--- src/rtl/mpd_pkg.sv ---
// Shared types and constants for the message packet deframer.
// Used by mpd_parser, mpd_res_fifo and message_packet_deframer.
package mpd_pkg;

    localparam int HEADER_BYTES_DEF = 40;

    // Frame byte counter, saturating at its all-ones value.
    localparam int COUNT_W = 17;
    localparam logic [COUNT_W-1:0] COUNT_MAX = '1;

    // Header field boundaries (byte positions, big-endian fields).
    localparam int MAGIC_END   = 4;
    localparam int VERSION_END = 6;
    localparam int TYPE_END    = 8;
    localparam int FLAGS_END   = 12;
    localparam int LENGTH_END  = 16;
    localparam int VIEW_END    = 24;
    localparam int SERIAL_END  = 32;

    // Configuration register indexes.
    localparam int CFG_IDX_W = 2;
    localparam logic [CFG_IDX_W-1:0] CFG_MAGIC       = 2'd0;
    localparam logic [CFG_IDX_W-1:0] CFG_VERSION     = 2'd1;
    localparam logic [CFG_IDX_W-1:0] CFG_MAX_PAYLOAD = 2'd2;
    localparam int CFG_DATA_W = 32;

    localparam logic [31:0] MAGIC_RESET       = 32'd0;
    localparam logic [15:0] VERSION_RESET     = 16'd1;
    localparam logic [15:0] MAX_PAYLOAD_RESET = 16'hFFFF;

    // Output stream packing.
    localparam int OUT_DATA_W = 224;
    localparam int OUT_PAD_W  = 5;

    // Result queue.
    localparam int FIFO_DEPTH = 4;
    localparam int FIFO_PTR_W = $clog2(FIFO_DEPTH);
    localparam int FIFO_CNT_W = $clog2(FIFO_DEPTH + 1);

    typedef enum logic [2:0] {
        ST_OK         = 3'd0,
        ST_OVERSIZE   = 3'd1,
        ST_SHORT_HDR  = 3'd2,
        ST_BAD_MAGIC  = 3'd3,
        ST_BAD_VER    = 3'd4,
        ST_LEN_MISM   = 3'd5,
        ST_TYPE_ZERO  = 3'd6
    } status_t;

    typedef struct packed {
        logic [31:0] magic;
        logic [15:0] version;
        logic [15:0] max_payload;
    } cfg_t;

    typedef struct packed {
        logic        kind;
        logic [7:0]  payload_byte;
        status_t     status;
        logic [15:0] msg_type;
        logic [31:0] msg_flags;
        logic [31:0] declared_length;
        logic [63:0] view_ident;
        logic [63:0] serial_number;
        logic        last_result;
    } result_t;

endpackage

--- src/rtl/mpd_parser.sv ---
// Frame parser: byte counter, header capture and status checks.
// Produces up to two results per byte. Depends on mpd_pkg.
module mpd_parser #(
    parameter int HEADER_BYTES = mpd_pkg::HEADER_BYTES_DEF
) (
    input  logic             clk,
    input  logic             rst_n,
    input  logic             fire,
    input  logic [7:0]       in_byte,
    input  logic             in_last,
    input  mpd_pkg::cfg_t    cfg,
    output logic [1:0]       push_cnt,
    output mpd_pkg::result_t res0,
    output mpd_pkg::result_t res1
);

    localparam logic [mpd_pkg::COUNT_W-1:0] HDR = mpd_pkg::COUNT_W'(HEADER_BYTES);

    logic [mpd_pkg::COUNT_W-1:0] count_reg, count_next, count_inc;
    logic [31:0] magic_reg, magic_next, magic_cap;
    logic [15:0] version_reg, version_next, version_cap;
    logic [15:0] type_reg, type_next, type_cap;
    logic [31:0] flags_reg, flags_next, flags_cap;
    logic [31:0] length_reg, length_next, length_cap;
    logic [63:0] view_reg, view_next, view_cap;
    logic [63:0] serial_reg, serial_next, serial_cap;

    logic                         in_hdr;
    logic [mpd_pkg::COUNT_W:0]    limit;
    logic [32:0]                  expect_len;
    mpd_pkg::status_t             status;
    mpd_pkg::result_t             pay_res, desc_res;

    always_comb
    begin
        in_hdr    = count_reg < HDR;
        count_inc = (count_reg == mpd_pkg::COUNT_MAX) ? count_reg
                                                      : count_reg + 1'b1;

        magic_cap   = magic_reg;
        version_cap = version_reg;
        type_cap    = type_reg;
        flags_cap   = flags_reg;
        length_cap  = length_reg;
        view_cap    = view_reg;
        serial_cap  = serial_reg;
        // Reserved header bytes fall through every branch and are dropped.
        if (in_hdr)
        begin
            if (count_reg < mpd_pkg::COUNT_W'(mpd_pkg::MAGIC_END))
                magic_cap = {magic_reg[23:0], in_byte};
            else if (count_reg < mpd_pkg::COUNT_W'(mpd_pkg::VERSION_END))
                version_cap = {version_reg[7:0], in_byte};
            else if (count_reg < mpd_pkg::COUNT_W'(mpd_pkg::TYPE_END))
                type_cap = {type_reg[7:0], in_byte};
            else if (count_reg < mpd_pkg::COUNT_W'(mpd_pkg::FLAGS_END))
                flags_cap = {flags_reg[23:0], in_byte};
            else if (count_reg < mpd_pkg::COUNT_W'(mpd_pkg::LENGTH_END))
                length_cap = {length_reg[23:0], in_byte};
            else if (count_reg < mpd_pkg::COUNT_W'(mpd_pkg::VIEW_END))
                view_cap = {view_reg[55:0], in_byte};
            else if (count_reg < mpd_pkg::COUNT_W'(mpd_pkg::SERIAL_END))
                serial_cap = {serial_reg[55:0], in_byte};
        end

        // The checks use the count including the closing byte.
        limit      = {1'b0, HDR} + {2'b00, cfg.max_payload};
        expect_len = {16'd0, HDR} + {1'b0, length_cap};
        if ({1'b0, count_inc} > limit)
            status = mpd_pkg::ST_OVERSIZE;
        else if (count_inc < HDR)
            status = mpd_pkg::ST_SHORT_HDR;
        else if (magic_cap != cfg.magic)
            status = mpd_pkg::ST_BAD_MAGIC;
        else if (version_cap != cfg.version)
            status = mpd_pkg::ST_BAD_VER;
        else if ({16'd0, count_inc} != expect_len)
            status = mpd_pkg::ST_LEN_MISM;
        else if (type_cap == 16'd0)
            status = mpd_pkg::ST_TYPE_ZERO;
        else
            status = mpd_pkg::ST_OK;

        pay_res              = '0;
        pay_res.payload_byte = in_byte;

        desc_res                 = '0;
        desc_res.kind            = 1'b1;
        desc_res.status          = status;
        desc_res.msg_type        = type_cap;
        desc_res.msg_flags       = flags_cap;
        desc_res.declared_length = length_cap;
        desc_res.view_ident      = view_cap;
        desc_res.serial_number   = serial_cap;
        desc_res.last_result     = 1'b1;

        if (!fire)
        begin
            push_cnt = 2'd0;
            res0     = pay_res;
            res1     = desc_res;
        end
        else if (in_hdr)
        begin
            push_cnt = {1'b0, in_last};
            res0     = desc_res;
            res1     = desc_res;
        end
        else
        begin
            push_cnt = in_last ? 2'd2 : 2'd1;
            res0     = pay_res;
            res1     = desc_res;
        end

        count_next   = count_reg;
        magic_next   = magic_reg;
        version_next = version_reg;
        type_next    = type_reg;
        flags_next   = flags_reg;
        length_next  = length_reg;
        view_next    = view_reg;
        serial_next  = serial_reg;
        if (fire)
        begin
            if (in_last)
            begin
                count_next   = '0;
                magic_next   = '0;
                version_next = '0;
                type_next    = '0;
                flags_next   = '0;
                length_next  = '0;
                view_next    = '0;
                serial_next  = '0;
            end
            else
            begin
                count_next   = count_inc;
                magic_next   = magic_cap;
                version_next = version_cap;
                type_next    = type_cap;
                flags_next   = flags_cap;
                length_next  = length_cap;
                view_next    = view_cap;
                serial_next  = serial_cap;
            end
        end
    end

    always_ff @(posedge clk or negedge rst_n)
    begin
        if (!rst_n)
        begin
            count_reg   <= '0;
            magic_reg   <= '0;
            version_reg <= '0;
            type_reg    <= '0;
            flags_reg   <= '0;
            length_reg  <= '0;
            view_reg    <= '0;
            serial_reg  <= '0;
        end
        else
        begin
            count_reg   <= count_next;
            magic_reg   <= magic_next;
            version_reg <= version_next;
            type_reg    <= type_next;
            flags_reg   <= flags_next;
            length_reg  <= length_next;
            view_reg    <= view_next;
            serial_reg  <= serial_next;
        end
    end

endmodule

--- src/rtl/mpd_res_fifo.sv ---
// Small result queue taking up to two results a cycle and giving one.
// Depends on mpd_pkg.
module mpd_res_fifo (
    input  logic             clk,
    input  logic             rst_n,
    input  logic [1:0]       push_cnt,
    input  mpd_pkg::result_t din0,
    input  mpd_pkg::result_t din1,
    input  logic             pop,
    output logic             not_empty,
    output logic             has_room2,
    output logic [mpd_pkg::FIFO_CNT_W-1:0] fill,
    output mpd_pkg::result_t dout
);

    mpd_pkg::result_t mem_reg [mpd_pkg::FIFO_DEPTH];

    logic [mpd_pkg::FIFO_PTR_W-1:0] wr_ptr_reg, wr_ptr_next, wr_ptr_1;
    logic [mpd_pkg::FIFO_PTR_W-1:0] rd_ptr_reg, rd_ptr_next;
    logic [mpd_pkg::FIFO_CNT_W-1:0] count_reg, count_next;
    logic                           do_pop;

    always_comb
    begin
        do_pop      = pop && (count_reg != '0);
        wr_ptr_1    = wr_ptr_reg + 1'b1;
        wr_ptr_next = wr_ptr_reg + mpd_pkg::FIFO_PTR_W'(push_cnt);
        rd_ptr_next = rd_ptr_reg + mpd_pkg::FIFO_PTR_W'(do_pop);
        count_next  = count_reg + mpd_pkg::FIFO_CNT_W'(push_cnt)
                                - mpd_pkg::FIFO_CNT_W'(do_pop);
    end

    assign not_empty = count_reg != '0;
    assign has_room2 = count_reg <= mpd_pkg::FIFO_CNT_W'(mpd_pkg::FIFO_DEPTH - 2);
    assign fill      = count_reg;
    assign dout      = mem_reg[rd_ptr_reg];

    always_ff @(posedge clk)
    begin
        if (push_cnt != 2'd0)
            mem_reg[wr_ptr_reg] <= din0;
        if (push_cnt == 2'd2)
            mem_reg[wr_ptr_1] <= din1;
    end

    always_ff @(posedge clk or negedge rst_n)
    begin
        if (!rst_n)
        begin
            wr_ptr_reg <= '0;
            rd_ptr_reg <= '0;
            count_reg  <= '0;
        end
        else
        begin
            wr_ptr_reg <= wr_ptr_next;
            rd_ptr_reg <= rd_ptr_next;
            count_reg  <= count_next;
        end
    end

endmodule

--- src/rtl/message_packet_deframer.sv ---
// Message packet deframer: one datagram byte per transfer in, payload bytes
// and an end-of-packet descriptor out. A byte's first result is offered once
// the byte has passed the input register and the parser has written its results into
// the four-entry result queue. One byte is taken every cycle unless the input
// stalls, which it does while the queue holds more than two results. A closing
// byte past the header yields two results, drained one per cycle while m_tready
// is high. Reset restores register defaults, clears the frame and empties the queue.
module message_packet_deframer #(
    parameter int HEADER_BYTES = mpd_pkg::HEADER_BYTES_DEF
) (
    input  logic                           clk,
    input  logic                           rst_n,
    input  logic                           s_tvalid,
    output logic                           s_tready,
    input  logic [7:0]                     s_tdata,  // [7:0] in_byte
    input  logic                           s_tlast,  // end_of_datagram
    output logic                           m_tvalid,
    input  logic                           m_tready,
    // [7:0] payload_byte, [10:8] status, [26:11] msg_type, [58:27] msg_flags,
    // [90:59] declared_length, [154:91] view_ident, [218:155] serial_number
    output logic [mpd_pkg::OUT_DATA_W-1:0] m_tdata,
    output logic                           m_tuser,  // kind
    output logic                           m_tlast,  // last_result
    input  logic                           cfg_we,
    input  logic [mpd_pkg::CFG_IDX_W-1:0]  cfg_index,
    input  logic [mpd_pkg::CFG_DATA_W-1:0] cfg_data
);

    mpd_pkg::cfg_t    cfg_reg;
    logic             in_valid_reg;
    logic [7:0]       in_byte_reg;
    logic             in_last_reg;
    logic             move;
    logic             room2;
    logic             q_not_empty;
    logic [1:0]       push_cnt;
    logic [mpd_pkg::FIFO_CNT_W-1:0] q_fill;
    mpd_pkg::result_t res0, res1, head;

    assign move     = in_valid_reg && room2;
    assign s_tready = !in_valid_reg || move;

    always_ff @(posedge clk or negedge rst_n)
    begin
        if (!rst_n)
        begin
            cfg_reg.magic       <= mpd_pkg::MAGIC_RESET;
            cfg_reg.version     <= mpd_pkg::VERSION_RESET;
            cfg_reg.max_payload <= mpd_pkg::MAX_PAYLOAD_RESET;
            in_valid_reg        <= 1'b0;
        end
        else
        begin
            if (cfg_we)
            begin
                case (cfg_index)
                    mpd_pkg::CFG_MAGIC:       cfg_reg.magic       <= cfg_data;
                    mpd_pkg::CFG_VERSION:     cfg_reg.version     <= cfg_data[15:0];
                    mpd_pkg::CFG_MAX_PAYLOAD: cfg_reg.max_payload <= cfg_data[15:0];
                    default:                  ;
                endcase
            end
            if (s_tready)
                in_valid_reg <= s_tvalid;
        end
    end

    always_ff @(posedge clk)
    begin
        if (s_tready && s_tvalid)
        begin
            in_byte_reg <= s_tdata;
            in_last_reg <= s_tlast;
        end
    end

    mpd_parser #(
        .HEADER_BYTES (HEADER_BYTES)
    ) u_parser (
        .clk      (clk),
        .rst_n    (rst_n),
        .fire     (move),
        .in_byte  (in_byte_reg),
        .in_last  (in_last_reg),
        .cfg      (cfg_reg),
        .push_cnt (push_cnt),
        .res0     (res0),
        .res1     (res1)
    );

    mpd_res_fifo u_fifo (
        .clk       (clk),
        .rst_n     (rst_n),
        .push_cnt  (push_cnt),
        .din0      (res0),
        .din1      (res1),
        .pop       (m_tready),
        .not_empty (q_not_empty),
        .has_room2 (room2),
        .fill      (q_fill),
        .dout      (head)
    );

    assign m_tvalid = q_not_empty;
    assign m_tuser  = head.kind;
    assign m_tlast  = head.last_result;
    assign m_tdata  = {{mpd_pkg::OUT_PAD_W{1'b0}}, head.serial_number, head.view_ident,
                       head.declared_length, head.msg_flags, head.msg_type,
                       head.status, head.payload_byte};

    // A descriptor and only a descriptor closes the datagram.
    a_kind_last: assert property (@(posedge clk) disable iff (!rst_n)
        m_tvalid |-> (m_tuser == m_tlast))
        else $error("descriptor kind and last flag disagree");

    // Payload byte results carry no status.
    a_pay_status: assert property (@(posedge clk) disable iff (!rst_n)
        (m_tvalid && !m_tuser) |-> (m_tdata[10:8] == 3'd0))
        else $error("payload result with non-zero status");

    // The queue never overfills.
    a_fifo_bound: assert property (@(posedge clk) disable iff (!rst_n)
        q_fill <= mpd_pkg::FIFO_CNT_W'(mpd_pkg::FIFO_DEPTH))
        else $error("result queue overflow");

    // A held input byte is not lost while the queue lacks room for two results.
    a_hold: assert property (@(posedge clk) disable iff (!rst_n)
        !s_tready |=> in_valid_reg)
        else $error("stalled input byte dropped");

endmodule

--- config.mk ---
export PLATFORM = sky130hd
export DESIGN_NAME = message_packet_deframer
export DESIGN_NICKNAME = d
export VERILOG_FILES = /design/src/rtl/mpd_pkg.sv /design/src/rtl/mpd_parser.sv /design/src/rtl/mpd_res_fifo.sv /design/src/rtl/message_packet_deframer.sv
export SDC_FILE = /design/constraint.sdc
export NUM_CORES = 2
export LEC_CHECK = 0
export BUFFER_PORTS_ARGS = -buffer_cell sky130_fd_sc_hd__buf_2
export CAP_MARGIN = 5
export CELL_PAD_IN_SITES_DETAIL_PLACEMENT = 1
export CELL_PAD_IN_SITES_GLOBAL_PLACEMENT = 1
export CORE_UTILIZATION = 51
export DETAILED_ROUTE_END_ITERATION = 10
export PLACE_DENSITY = 0.87
export SYNTH_ARGS = -nofsm -noshare
export SYNTH_HDL_FRONTEND = slang
export SYNTH_SLANG_ARGS = --single-unit
export TNS_END_PERCENT = 50
--- constraint.sdc ---
create_clock -name clk -period 10 [get_ports clk]
set_input_delay 1 -clock clk [delete_from_list [all_inputs] [get_ports clk]]
set_output_delay 1 -clock clk [all_outputs]
set_load 0.05 [all_outputs]
==> reports/metrics.yaml <==
status: "completed"
io_buffers: 270
clk_path_buf_depth: 3
critical_path_required_ns: 10.55
drc: 0
cap_violations: 0
wl_microns: 171900
drt_iter0_markers: 3968
synth_cell_type_count: 78
grt_pass1_vias: 42281
tns_ns: 0
p_comb_share_pct: 35.5
worstPathArrival_ns: 6.91
crit_start: "u_parser.count_reg[4]"
mostFrequentLayoutCell: "nor2_1"
hold_path.class: "primary input to async pin"
cp-end-kind: "flip-flop"
ctsResizeCount: 0
grt-ovfl-total: 0
cts.clk_slew.worst_paths_ns: 0.06
hold_viol_final: 0
crit_path_top_delay_cell: "nor4bb_1"
num_vias: 39276
ys_async_sr_fraction_pct: 27.96
h-tree-depth: 4
gp_congestion: 0.8946
startpoint_type: "flip-flop"
antenna_left: 0
core_region_area_sq_um: 109500
gr-usage-all-layers_pct: 30.87
crit_path_max_fanout: 14
dieArea_sq_um: 112300
synth_flop_cell: "edfxtp_1"
p_sw_mw: 7.180
setup_viol_count_final: 0
drive_gt1_share_pct: 18.79
synth_area_sq_um: 56580
die_w_microns: 335.1
die_y_microns: 335.1
leakagePower_nw: 22.47
area_growth_syn_to_layout_pct: 12.42
io_pins: 276
path_cells: "nor4bb_1 -> nand4_2 -> mux2i_1 -> inv_1 -> ha_1 -> o2111ai_1 -> nor4_1 -> nand2_1 -> o21a_1 -> or3_1 -> a211oi_1 -> and4b_1 -> nand4_1 -> o32ai_1"
fin_nets: 4696
final_max_slew_viol_count: 0
cts-root-buf: "clkbuf_16"
tightest_slew_ns: 1.256
grt_max_degree: 139
synth_seq_cells: 1234
num_rows: 121
intPower_mw: 10.86
max_stage_delay_ns: 1.01
largest_register_ffs: 880
syn_area_per_cell_sq_um: 12.63
via_per_inst: 6.327
seq_power_share_pct: 36.8
synth-warning-count: 0
clock-sinks: 1234
grt_pass1_wl_microns: 262300
finClkSkew_ns: 0.03405
cts_made_buffers: 134
fmax_mhz: 157.3
reg2reg_to: "u_fifo.mem_reg[1][210]"
syn_inst: 4481
r2r_start: "u_parser.count_reg[4]"
first_pass_iters: 6
antenna_found_initial: 7
cts-hold-fix-buffers: 0
clkPwrFrac_pct: 27.7
p_sw_share_pct: 39.81
fin_util_pct: 58.11
worst-setup-path-type: "flip-flop to flip-flop"
cts_setup_buffers: 0
start_util_pct: 51.69
r2r_setup_slack_ns: 3.64
rsz0062_at_grt: "no"
cts_tree: "built"
powerDensity_nw_per_um2: 283.6
dp_hpwl_microns: 102000
slew_headroom_pct: 15.98
period_needed_ns: 6.359
ff2ff_path_depth: 14
fillCellCount: 10786
clkLatencyLatePin_ns: 0.76
synth_edf_count: 853
routedWlPerCell_microns: 27.70
min_period_over_period_pct: 63.59
vdd_drop_max_mv: 0.2650
seq_area_frac_synth_pct: 61.84
mostFrequentLayoutCells: "881 x nor2_1, 853 x edfxtp_1, 390 x nand2_1"
## power groups by stage
stage	logic, mW	clock network (mW)	registers, mW
2_1_floorplan	4.71	0	6.58
3_3_place_gp	6.28	0	6.64
3_5_place_dp	6.39	0	6.71
4_1_cts	6.43	5.06	6.62
5_1_grt	6.67	5.24	6.69
6_report	6.41	5.00	6.63
## final cells by class
type / count / area, sq um / share of cell area [%]
Antenna cell: 1 / 2.502 / 0.003934
Clock buffer: 196 / 3902 / 6.135
Clock inverter: 50 / 518.0 / 0.8143
Inverter: 40 / 150.1 / 0.2360
Multi-Input combinational cell: 2870 / 20240 / 31.81
Sequential cell: 1234 / 35000 / 55.02
Tap cell: 1476 / 1847 / 2.903
Timing Repair Buffer: 341 / 1957 / 3.076
## critical path: cells and delay by family, from the launching register on
kind            cells  cell delay (ns)
compound gates      4             1.38
simple gates        7             3.39
buf+inv             1             0.16
mux                 1             0.36
flops               1             0.54
fa+ha+maj           1             0.31
## cell usage after synthesis (6+ instances only)
master | n | area [sq um]
edfxtp_1 | 853 | 25610
or3_1 | 9 | 56.30
dfxtp_1 | 36 | 720.7
o22ai_1 | 20 | 125.1
buf_4 | 8 | 60.06
and2_1 | 15 | 93.84
a21oi_1 | 84 | 420.4
dfstp_2 | 17 | 446.7
mux4_2 | 220 | 4955
mux2i_1 | 223 | 2232
a22oi_1 | 195 | 1464
and3_1 | 18 | 112.6
a21o_1 | 13 | 97.59
mux2_2 | 69 | 777.0
o21ai_1 | 6 | 30.03
dfrtp_1 | 328 | 8208
nand4_1 | 33 | 206.5
nand2b_1 | 12 | 75.07
nor2b_1 | 8 | 50.05
a31oi_1 | 6 | 37.54
nand2_1 | 391 | 1468
o211ai_1 | 8 | 60.06
buf_1 | 40 | 150.1
and4_1 | 10 | 87.58
nor3_1 | 35 | 175.2
nor2_1 | 884 | 3318
xor2_1 | 54 | 473.0
o21ai_0 | 279 | 1396
ha_1 | 26 | 325.3
buf_2 | 15 | 75.07
nand3_1 | 45 | 225.2
nor4_1 | 38 | 237.7
inv_1 | 40 | 150.1
o21a_1 | 9 | 67.56
clkbuf_1 | 276 | 1036
xnor2_1 | 65 | 569.3
## worst max-delay path by stage
stage	end	slack, ns	depth (start not counted)
floorplan	u_fifo.mem_reg[1][100]	1.92	9
global placement	u_fifo.mem_reg[0][210]	4.07	14
detailed placement	u_fifo.mem_reg[1][210]	3.80	14
CTS	u_fifo.mem_reg[1][210]	3.74	14
global route	u_fifo.mem_reg[1][210]	3.20	14
finish	u_fifo.mem_reg[1][210]	3.64	14
## metal layers
| metal | up-vias | GRT usage [%] | share of wire (%) |
|---|---|---|---|
| li1 | 16701 | - | - |
| met4 | 10 | 13.41 | 4.3 |
| met3 | 395 | 5.365 | 6.7 |
| met1 | 20516 | 39.62 | 39 |
| met5 | - | 0 | 0.035 |
| met2 | 1654 | 51.69 | 50 |
## stage by stage
stage               setup WS, ns  area, sq um  total power [mW]  hold WS (ns)  cells
global route               3.198        63610             18.60        0.3934   6207
detailed placement         3.797        59190             13.10        0.4429   5961
floorplan                  1.915        56600             11.29        0.4185   4485
global placement           4.068        59190             12.93        0.4300   5961
CTS                        3.738        63610             18.12        0.3463   6207
finish                     3.641        63610             18.04        0.3384   6208
## kinds of logic (layout without fill, tap and decap cells)
logic type	count (synthesis)	after routing	share of synthesized area, %
simple gates	1527	1527	11.39
fa+ha+maj	27	27	0.6103
other cells	1	6	0.006627
compound gates	670	670	7.310
xor+xnor	122	122	1.939
mux	519	519	14.27
flops	1234	1234	61.84
buf+inv	381	627	2.640
No activity file was read; power rests on OpenSTA's default activity.
